$ cat src/rtl/core/ews_pkg.sv
// Shared types and constants for the earliest-free worker scheduler.
// No dependencies; imported by every module of the block.
package ews_pkg;

  localparam int unsigned DUR_W           = 32;
  localparam int unsigned TIME_W          = 64;
  localparam int unsigned WID_W           = 4;
  localparam int unsigned CNT_W           = 5;
  localparam int unsigned MAX_WORKERS_DEF = 16;
  localparam int unsigned IN_TDATA_W      = 32;
  localparam int unsigned OUT_TDATA_W     = 72;
  localparam int unsigned APB_ADDR_W      = 3;
  localparam int unsigned APB_DATA_W      = 32;
  localparam int unsigned QUEUE_DEPTH     = 2;

  // register index as seen on paddr[2]
  localparam logic REG_WORKER_COUNT = 1'b0;

  typedef enum logic [2:0] {
    ST_CLEAR,
    ST_ROOT_RD,
    ST_ROOT_WAIT,
    ST_SIFT_RD,
    ST_SIFT_CMP
  } ews_state_e;

  typedef struct packed {
    logic             valid;
    logic [DUR_W-1:0] dur;
  } ews_job_t;

  typedef struct packed {
    logic pop;
    logic busy;
  } ews_back_stat_t;

endpackage

$ cat src/rtl/core/ews_front.sv
// Front end: accepts job durations and holds them in a short queue.
// Depends on ews_pkg; feeds ews_back.
module ews_front (
  input  logic                         clk_i,
  input  logic                         rst_ni,
  input  logic                         s_axis_tvalid,
  output logic                         s_axis_tready,
  input  logic [ews_pkg::IN_TDATA_W-1:0] s_axis_tdata,  // [31:0] job_duration
  input  ews_pkg::ews_back_stat_t      back_stat_i,
  output ews_pkg::ews_job_t            job_o
);
  import ews_pkg::*;

  localparam int unsigned PTR_W  = $clog2(QUEUE_DEPTH);
  localparam int unsigned QCNT_W = $clog2(QUEUE_DEPTH + 1);

  logic [DUR_W-1:0]  buf_q [QUEUE_DEPTH];
  logic [PTR_W-1:0]  wr_ptr_q, wr_ptr_d;
  logic [PTR_W-1:0]  rd_ptr_q, rd_ptr_d;
  logic [QCNT_W-1:0] cnt_q, cnt_d;
  logic              push;
  logic              pop;

  assign s_axis_tready = (cnt_q != QCNT_W'(QUEUE_DEPTH)) && !back_stat_i.busy;
  assign push          = s_axis_tvalid && s_axis_tready;
  assign pop           = back_stat_i.pop;

  always_comb begin
    wr_ptr_d = push ? wr_ptr_q + PTR_W'(1) : wr_ptr_q;
    rd_ptr_d = pop ? rd_ptr_q + PTR_W'(1) : rd_ptr_q;
    cnt_d    = cnt_q + QCNT_W'(push) - QCNT_W'(pop);
  end

  always_ff @(posedge clk_i or negedge rst_ni) begin
    if (!rst_ni) begin
      wr_ptr_q <= '0;
      rd_ptr_q <= '0;
      cnt_q    <= '0;
    end else begin
      wr_ptr_q <= wr_ptr_d;
      rd_ptr_q <= rd_ptr_d;
      cnt_q    <= cnt_d;
    end
  end

  always_ff @(posedge clk_i) begin
    if (push) begin
      buf_q[wr_ptr_q] <= s_axis_tdata[DUR_W-1:0];
    end
  end

  assign job_o.valid = (cnt_q != '0);
  assign job_o.dur   = buf_q[rd_ptr_q];

endmodule

$ cat src/rtl/core/ews_back.sv
// Back end: heap memory, replace-root sift-down sequencer and output register.
// Depends on ews_pkg; takes jobs from ews_front.
module ews_back #(
  parameter int unsigned MAX_WORKERS = ews_pkg::MAX_WORKERS_DEF,
  localparam int unsigned NW = $clog2(MAX_WORKERS + 1)
) (
  input  logic                          clk_i,
  input  logic                          rst_ni,
  input  logic [NW-1:0]                 n_i,
  input  logic                          restart_i,
  input  ews_pkg::ews_job_t             job_i,
  output ews_pkg::ews_back_stat_t       stat_o,
  output logic                          m_axis_tvalid,
  input  logic                          m_axis_tready,
  output logic [ews_pkg::OUT_TDATA_W-1:0] m_axis_tdata  // [3:0] worker_id, [67:4] start_time
);
  import ews_pkg::*;

  localparam int unsigned IW  = (MAX_WORKERS > 1) ? $clog2(MAX_WORKERS) : 1;
  localparam int unsigned XW  = IW + 1;
  localparam int unsigned PAD = OUT_TDATA_W - WID_W - TIME_W;

  logic [TIME_W-1:0] mem_time [MAX_WORKERS];
  logic [IW-1:0]     mem_wid  [MAX_WORKERS];

  ews_state_e        state_q, state_d;
  logic [IW-1:0]     idx_q, idx_d;
  logic [TIME_W-1:0] cur_time_q, cur_time_d;
  logic [IW-1:0]     cur_wid_q, cur_wid_d;
  logic              rok_q, rok_d;
  logic [TIME_W-1:0] rd_a_time_q, rd_b_time_q;
  logic [IW-1:0]     rd_a_wid_q, rd_b_wid_q;
  logic              out_vld_q, out_vld_d;
  logic [WID_W-1:0]  out_wid_q;
  logic [TIME_W-1:0] out_time_q;

  logic              we, re;
  logic [IW-1:0]     waddr, ra, rb;
  logic [TIME_W-1:0] wtime;
  logic [IW-1:0]     wwid;
  logic              out_free, out_load;
  logic [XW-1:0]     lidx, ridx;
  logic              pick_r, c_less;
  logic [TIME_W-1:0] c_time;
  logic [IW-1:0]     c_wid, c_idx;
  logic [IW+WID_W-1:0] wid_ext;

  assign out_free = !out_vld_q || m_axis_tready;
  assign lidx     = {idx_q, 1'b1};
  assign ridx     = lidx + XW'(1);
  assign wid_ext  = {{WID_W{1'b0}}, rd_a_wid_q};

  always_comb begin
    pick_r = rok_q && ((rd_b_time_q < rd_a_time_q) ||
                       ((rd_b_time_q == rd_a_time_q) && (rd_b_wid_q < rd_a_wid_q)));
    c_time = pick_r ? rd_b_time_q : rd_a_time_q;
    c_wid  = pick_r ? rd_b_wid_q : rd_a_wid_q;
    c_idx  = pick_r ? ridx[IW-1:0] : lidx[IW-1:0];
    c_less = (c_time < cur_time_q) || ((c_time == cur_time_q) && (c_wid < cur_wid_q));
  end

  always_comb begin
    state_d    = state_q;
    idx_d      = idx_q;
    cur_time_d = cur_time_q;
    cur_wid_d  = cur_wid_q;
    rok_d      = rok_q;
    we         = 1'b0;
    waddr      = idx_q;
    wtime      = cur_time_q;
    wwid       = cur_wid_q;
    re         = 1'b0;
    ra         = '0;
    rb         = '0;
    out_load   = 1'b0;
    unique case (state_q)
      ST_CLEAR: begin
        we    = 1'b1;
        wtime = '0;
        wwid  = idx_q;
        if ((XW'(idx_q) + XW'(1)) == XW'(n_i)) begin
          idx_d   = '0;
          state_d = ST_ROOT_RD;
        end else begin
          idx_d = idx_q + IW'(1);
        end
      end
      ST_ROOT_RD: begin
        if (job_i.valid) begin
          re      = 1'b1;
          state_d = ST_ROOT_WAIT;
        end
      end
      ST_ROOT_WAIT: begin
        if (out_free) begin
          out_load   = 1'b1;
          cur_time_d = rd_a_time_q + TIME_W'(job_i.dur);
          cur_wid_d  = rd_a_wid_q;
          idx_d      = '0;
          state_d    = ST_SIFT_RD;
        end
      end
      ST_SIFT_RD: begin
        if (lidx >= XW'(n_i)) begin
          we      = 1'b1;
          state_d = ST_ROOT_RD;
        end else begin
          re      = 1'b1;
          ra      = lidx[IW-1:0];
          rok_d   = ridx < XW'(n_i);
          rb      = (ridx < XW'(n_i)) ? ridx[IW-1:0] : lidx[IW-1:0];
          state_d = ST_SIFT_CMP;
        end
      end
      ST_SIFT_CMP: begin
        we = 1'b1;
        if (c_less) begin
          wtime   = c_time;
          wwid    = c_wid;
          idx_d   = c_idx;
          state_d = ST_SIFT_RD;
        end else begin
          state_d = ST_ROOT_RD;
        end
      end
      default: begin
        state_d = ST_CLEAR;
        idx_d   = '0;
      end
    endcase
    if (restart_i) begin
      state_d = ST_CLEAR;
      idx_d   = '0;
    end
  end

  always_comb begin
    if (out_load) begin
      out_vld_d = 1'b1;
    end else if (m_axis_tready) begin
      out_vld_d = 1'b0;
    end else begin
      out_vld_d = out_vld_q;
    end
  end

  always_ff @(posedge clk_i or negedge rst_ni) begin
    if (!rst_ni) begin
      state_q   <= ST_CLEAR;
      idx_q     <= '0;
      out_vld_q <= 1'b0;
    end else begin
      state_q   <= state_d;
      idx_q     <= idx_d;
      out_vld_q <= out_vld_d;
    end
  end

  always_ff @(posedge clk_i) begin
    cur_time_q <= cur_time_d;
    cur_wid_q  <= cur_wid_d;
    rok_q      <= rok_d;
    if (out_load) begin
      out_wid_q  <= wid_ext[WID_W-1:0];
      out_time_q <= rd_a_time_q;
    end
  end

  always_ff @(posedge clk_i) begin
    if (we) begin
      mem_time[waddr] <= wtime;
      mem_wid[waddr]  <= wwid;
    end
  end

  always_ff @(posedge clk_i) begin
    if (re) begin
      rd_a_time_q <= mem_time[ra];
      rd_a_wid_q  <= mem_wid[ra];
      rd_b_time_q <= mem_time[rb];
      rd_b_wid_q  <= mem_wid[rb];
    end
  end

  assign stat_o.pop    = out_load;
  assign stat_o.busy   = (state_q == ST_CLEAR);
  assign m_axis_tvalid = out_vld_q;
  assign m_axis_tdata  = {{PAD{1'b0}}, out_time_q, out_wid_q};

endmodule

$ cat src/rtl/core/earliest_free_worker_scheduler.sv
// Channel   | Dir | Handshake            | Payload
// job in    | in  | s_axis_tvalid/tready | tdata[31:0] job_duration
// result    | out | m_axis_tvalid/tready | tdata[3:0] worker_id, [67:4] start_time
// config    | in  | APB psel/penable     | reg 0 worker_count at byte address 0
//
// A job passes the root read and root wait states, then for each heap level
// it descends among the N workers one read and one compare state, set by the
// heap memory's two read ports. After reset and after each worker_count write,
// a clearing pass rewrites the heap; no job is accepted meanwhile. A two-entry
// queue and the output register let the input and the result side stall on their own.
module earliest_free_worker_scheduler #(
  parameter int unsigned MAX_WORKERS = ews_pkg::MAX_WORKERS_DEF
) (
  input  logic                            clk_i,
  input  logic                            rst_ni,
  input  logic                            s_axis_tvalid,
  output logic                            s_axis_tready,
  input  logic [ews_pkg::IN_TDATA_W-1:0]  s_axis_tdata,  // [31:0] job_duration
  output logic                            m_axis_tvalid,
  input  logic                            m_axis_tready,
  output logic [ews_pkg::OUT_TDATA_W-1:0] m_axis_tdata,  // [3:0] worker_id, [67:4] start_time
  input  logic                            psel,
  input  logic                            penable,
  input  logic                            pwrite,
  input  logic [ews_pkg::APB_ADDR_W-1:0]  paddr,
  input  logic [ews_pkg::APB_DATA_W-1:0]  pwdata,
  output logic [ews_pkg::APB_DATA_W-1:0]  prdata,
  output logic                            pready
);
  import ews_pkg::*;

  localparam int unsigned NW = $clog2(MAX_WORKERS + 1);
  localparam int unsigned CW = (NW > CNT_W) ? NW : CNT_W;

  logic [NW-1:0]  cnt_q, cnt_d;
  logic [CW-1:0]  wr_val;
  logic           cfg_wr;
  ews_job_t       job;
  ews_back_stat_t back_stat;

  assign pready = 1'b1;
  assign cfg_wr = psel && penable && pwrite && (paddr[2] == REG_WORKER_COUNT);
  assign prdata = (paddr[2] == REG_WORKER_COUNT) ? APB_DATA_W'(cnt_q) : '0;

  always_comb begin
    wr_val = CW'(pwdata[CNT_W-1:0]);
    if (wr_val == '0) begin
      wr_val = CW'(1);
    end else if (wr_val > CW'(MAX_WORKERS)) begin
      wr_val = CW'(MAX_WORKERS);
    end
    cnt_d = cfg_wr ? NW'(wr_val) : cnt_q;
  end

  always_ff @(posedge clk_i or negedge rst_ni) begin
    if (!rst_ni) begin
      cnt_q <= NW'(1);
    end else begin
      cnt_q <= cnt_d;
    end
  end

  ews_front u_front (
    .clk_i         (clk_i),
    .rst_ni        (rst_ni),
    .s_axis_tvalid (s_axis_tvalid),
    .s_axis_tready (s_axis_tready),
    .s_axis_tdata  (s_axis_tdata),
    .back_stat_i   (back_stat),
    .job_o         (job)
  );

  ews_back #(
    .MAX_WORKERS (MAX_WORKERS)
  ) u_back (
    .clk_i         (clk_i),
    .rst_ni        (rst_ni),
    .n_i           (cnt_q),
    .restart_i     (cfg_wr),
    .job_i         (job),
    .stat_o        (back_stat),
    .m_axis_tvalid (m_axis_tvalid),
    .m_axis_tready (m_axis_tready),
    .m_axis_tdata  (m_axis_tdata)
  );

endmodule

$ cat config.mk
export PLATFORM = sky130hd
export DESIGN_NAME = earliest_free_worker_scheduler
export DESIGN_NICKNAME = d
export VERILOG_FILES = /design/src/rtl/core/ews_pkg.sv /design/src/rtl/core/ews_front.sv /design/src/rtl/core/ews_back.sv /design/src/rtl/core/earliest_free_worker_scheduler.sv
export SDC_FILE = /design/constraint.sdc
export NUM_CORES = 2
export LEC_CHECK = 0
export BUFFER_PORTS_ARGS = -buffer_cell sky130_fd_sc_hd__buf_2
export CORE_MARGIN = 2
export CORE_UTILIZATION = 68
export DETAILED_ROUTE_END_ITERATION = 7
export PLACE_DENSITY_LB_ADDON = 0.05
export SLEW_MARGIN = 20
export SYNTH_ARGS = -nofsm -noshare
export SYNTH_HDL_FRONTEND = slang
export SYNTH_SLANG_ARGS = --single-unit
$ cat constraint.sdc
create_clock -name clk_i -period 14.2 [get_ports clk_i]
set_input_delay 0.71 -clock clk_i [delete_from_list [all_inputs] [get_ports clk_i]]
set_output_delay 0.71 -clock clk_i [all_outputs]
set_load 0.05 [all_outputs]
==> reports/results.tsv <==
metric	value	unit
most common cell after layout, fill and taps aside	edfxtp_1	
io pins	181	
Worst slew margin	0.198	
Int Pwr	10200	uW
Max Fclk	93.8	MHz
Routed WL	168	mm
most frequent cells in the layout	1421 x edfxtp_1, 1097 x mux2i_1, 180 x ha_1, 163 x inv_1, 155 x clkbuf_16	
largest net degree at the start of global routing	140	
final setup vio count	0	
nets	4682	
dpl hpwl	94.2	mm
Post CTS Setup Buffer Count	0	
Synth cell types	72	
top-area cell type share of the netlist area	0.629	
CTS HTree Levels	4	
worst skew pair latency	0.76	ns
gr usage total	0.329	
minimum clock period after layout	10.66	ns
crit-path max FO	70	
Port Buf Inserts	119	
via count	39300	
Root Buffer	clkbuf_16	
Switching Fraction	0.351	
Register-to-Register Path Depth	21	
routed len/inst	28.9	um
Post-Syn Area per Cell	15.7	um2
maximum vdd drop	0.207	mV
GRT overflow	0	
capturing point of the worst reg2reg path	u_back.mem_time[11][17]	
Worst Path Class, Setup	flop to flop	
area delta synth->final	10.2	%
Crit path required time	14.49	ns
Area contributors post-synth	edfxtp_1 63%, mux2i_1 16%, mux4_2 4.5%	
DRT iter0 DRCs	4512	
Worst R2R Setup Slack	3.54	ns
clk_skew	0.0272	ns
Fill cells	5857	
Initial Util	0.688	
antenna viol nets, final	0	
Final period util	0.751	
global-route wire length before repair	247	mm
CTS tree	done	
Placer Congestion	0.875	
site row count	115	
RR Startpoint	u_back.rd_a_time_q[61]	
placed cell count	5558	
# diodes	0	
total CTS buffers	146	
via/cell ratio	6.75	
First-pass DRT Iterations	6	
HP Class	primary input to flop	
share of cells above drive strength 1	0.161	
post-route insts no fill	5824	
Hold Startpoint	s_axis_tdata[31]	
post-synthesis sequential area ratio	0.635	
hold path endpoint	u_front.buf_q[0][31]	
ys flop type	edfxtp_1	
Startpoint Class	flop	
Yosys warnings	0	
ys async rst share	0.0118	
fin. max-slew vios	0	
Synth area leader	edfxtp_1	
logic gate share of total power	0.342	
status	completed	
full die area	102000	um2
Worst Hold Depth	1	
Setup Total Neg Slack	0	ns
Clock Path Buffers	3	
DRC	0	
standby leakage power	0.0295	uW
worst hold margin	0.144	ns
DIE HEIGHT	320	um
initial antenna violation count	2	
unrepaired setup endpoints after global routing	no	
maxcap violations	0	
Netlist Area Pre-Place	67900	um2
Hold Vio Cnt, Final	0	
number of global-route vias before repair	39100	
Synth Instances	4313	
Psw	5520	uW
clk sinks	1438	
core area	98700	um2
DIE WIDTH	320	um
clk slew on worst S/H paths	0.06	ns
final core utilization	0.758	
Flop pwr share	0.418	
Post-synth EDFFs	1421	
Power per Cell Area	210	nW/um2
clock network fraction of design power	0.240	
Critical Path AT	10.95	ns
synthesized flop and latch total	1438	
Worst Tran Pin Value	1.20	ns
CP Capture Type	flop	
power by group through the flow:
stage                     clock [uW]  combinational [uW]  sequential (uW)
after floorplan                    0                3590             6610
after global placement             0                5070             6620
after detailed placement           0                5160             6640
after CTS                       3790                5210             6560
after global routing            3950                5750             6630
final                           3760                5370             6570
flip-flops by register name (all words and copies together), names as in the netlist, 2 cells and up:
register,flops
u_back.out_wid_q,4
cnt_q,5
u_back.state_q,3
u_back.mem_time,1024
u_back.rd_a_wid_q,4
u_front.buf_q,64
u_back.rd_a_time_q,64
u_front.cnt_q,2
u_back.cur_time_q,64
u_back.rd_b_wid_q,4
u_back.idx_q,4
u_back.out_time_q,64
u_back.mem_wid,64
u_back.rd_b_time_q,64
stage by stage:
| step | power [uW] | cell area (um2) | setup WS, ns |
|---|---|---|---|
| after floorplan | 10200 | 68000 | 6.37 |
| final | 15700 | 74800 | 3.54 |
| after detailed placement | 11800 | 69800 | 3.97 |
| after global routing | 16300 | 74800 | 3.33 |
| after CTS | 15600 | 74500 | 3.85 |
| after global placement | 11700 | 69800 | 4.07 |
worst max path at each step:
stage                                       from                      end  slack [ns]  cells after the start
after floorplan                  u_back.idx_q[0]    u_back.mem_time[3][0]        6.37                     12
after global placement    u_back.rd_a_time_q[55]   u_back.mem_time[8][15]        4.07                     21
after detailed placement  u_back.rd_a_time_q[55]   u_back.mem_time[4][21]        3.97                     21
after CTS                 u_back.rd_a_time_q[55]  u_back.mem_time[11][24]        3.85                     21
after global routing      u_back.rd_a_time_q[55]  u_back.mem_time[11][17]        3.33                     21
final                     u_back.rd_a_time_q[61]  u_back.mem_time[11][17]        3.54                     21
routing by layer:
metal  GRT usage  part of all wire
met1       0.475              0.41
met3      0.0534             0.092
met2       0.519              0.47
met4       0.112             0.030
met5           0                 0
cells in the mapped netlist, types with 4 or more instances:
library cell  instances
edfxtp_1           1421
mux2i_1            1097
ha_1                180
inv_1               163
a21oi_1             143
nor2_1              138
mux4_2              136
nand2_1             133
mux2_2               98
buf_2                96
nand3_1              96
clkbuf_1             89
o221ai_1             68
xnor2_1              63
buf_4                42
o21ai_0              39
buf_1                32
nor3_1               29
a21o_1               28
nand4_1              26
dfrtp_1              16
xor2_1               13
and3_1               12
nor2b_1              12
nand2b_1             11
nor4_1               11
a211oi_1              9
o21a_1                8
o21bai_1              8
a221o_1               7
and4_1                6
nand4b_1              6
o31a_1                5
and2_1                4
o211a_1               4
o211ai_1              4
worst max-delay path, cell delays in order, from the launching register on:
cell and delay [ns]:
edfxtp_1 0.53, inv_1 0.13, ha_1 0.31, nand4_1 0.17
nor2_1 0.45, nand4_1 0.33, nor2_1 0.41, a2111oi_4 0.14
a21oi_4 0.90, buf_4 0.72, mux2_2 0.43, ha_1 0.29
nand4_1 0.22, nor3_1 0.73, and4_1 0.61, nand3_1 0.25
a2111oi_0 0.67, o2bb2ai_1 0.24, a31oi_4 0.18, buf_4 0.69
buf_4 0.91, o221ai_1 0.70
timing repair:
action,in CTS,in global routing
hold buffers,1,0
hold endpoints to repair,16,0
resized for setup,0,0
final cells by class:
class | count | area [um2] | share of cell area
sequential | 1438 | 43100 | 0.576
multi-input combinational | 2480 | 23500 | 0.315
clock buffer | 181 | 4020 | 0.0537
tap | 1287 | 1610 | 0.0215
timing repair buffer | 197 | 1290 | 0.0172
clock inverter | 77 | 644 | 0.00861
inverter | 164 | 616 | 0.00823
kinds of logic after synthesis:
family,after synthesis,share of synthesized area
flops,1438,0.635
mux,1332,0.223
simple gates,496,0.0342
buf+inv,425,0.0278
compound gates,363,0.0363
fa+ha+maj,181,0.0335
xor+xnor,76,0.00981
other cells,2,0.000111
Power figures use the tool's default switching activity.
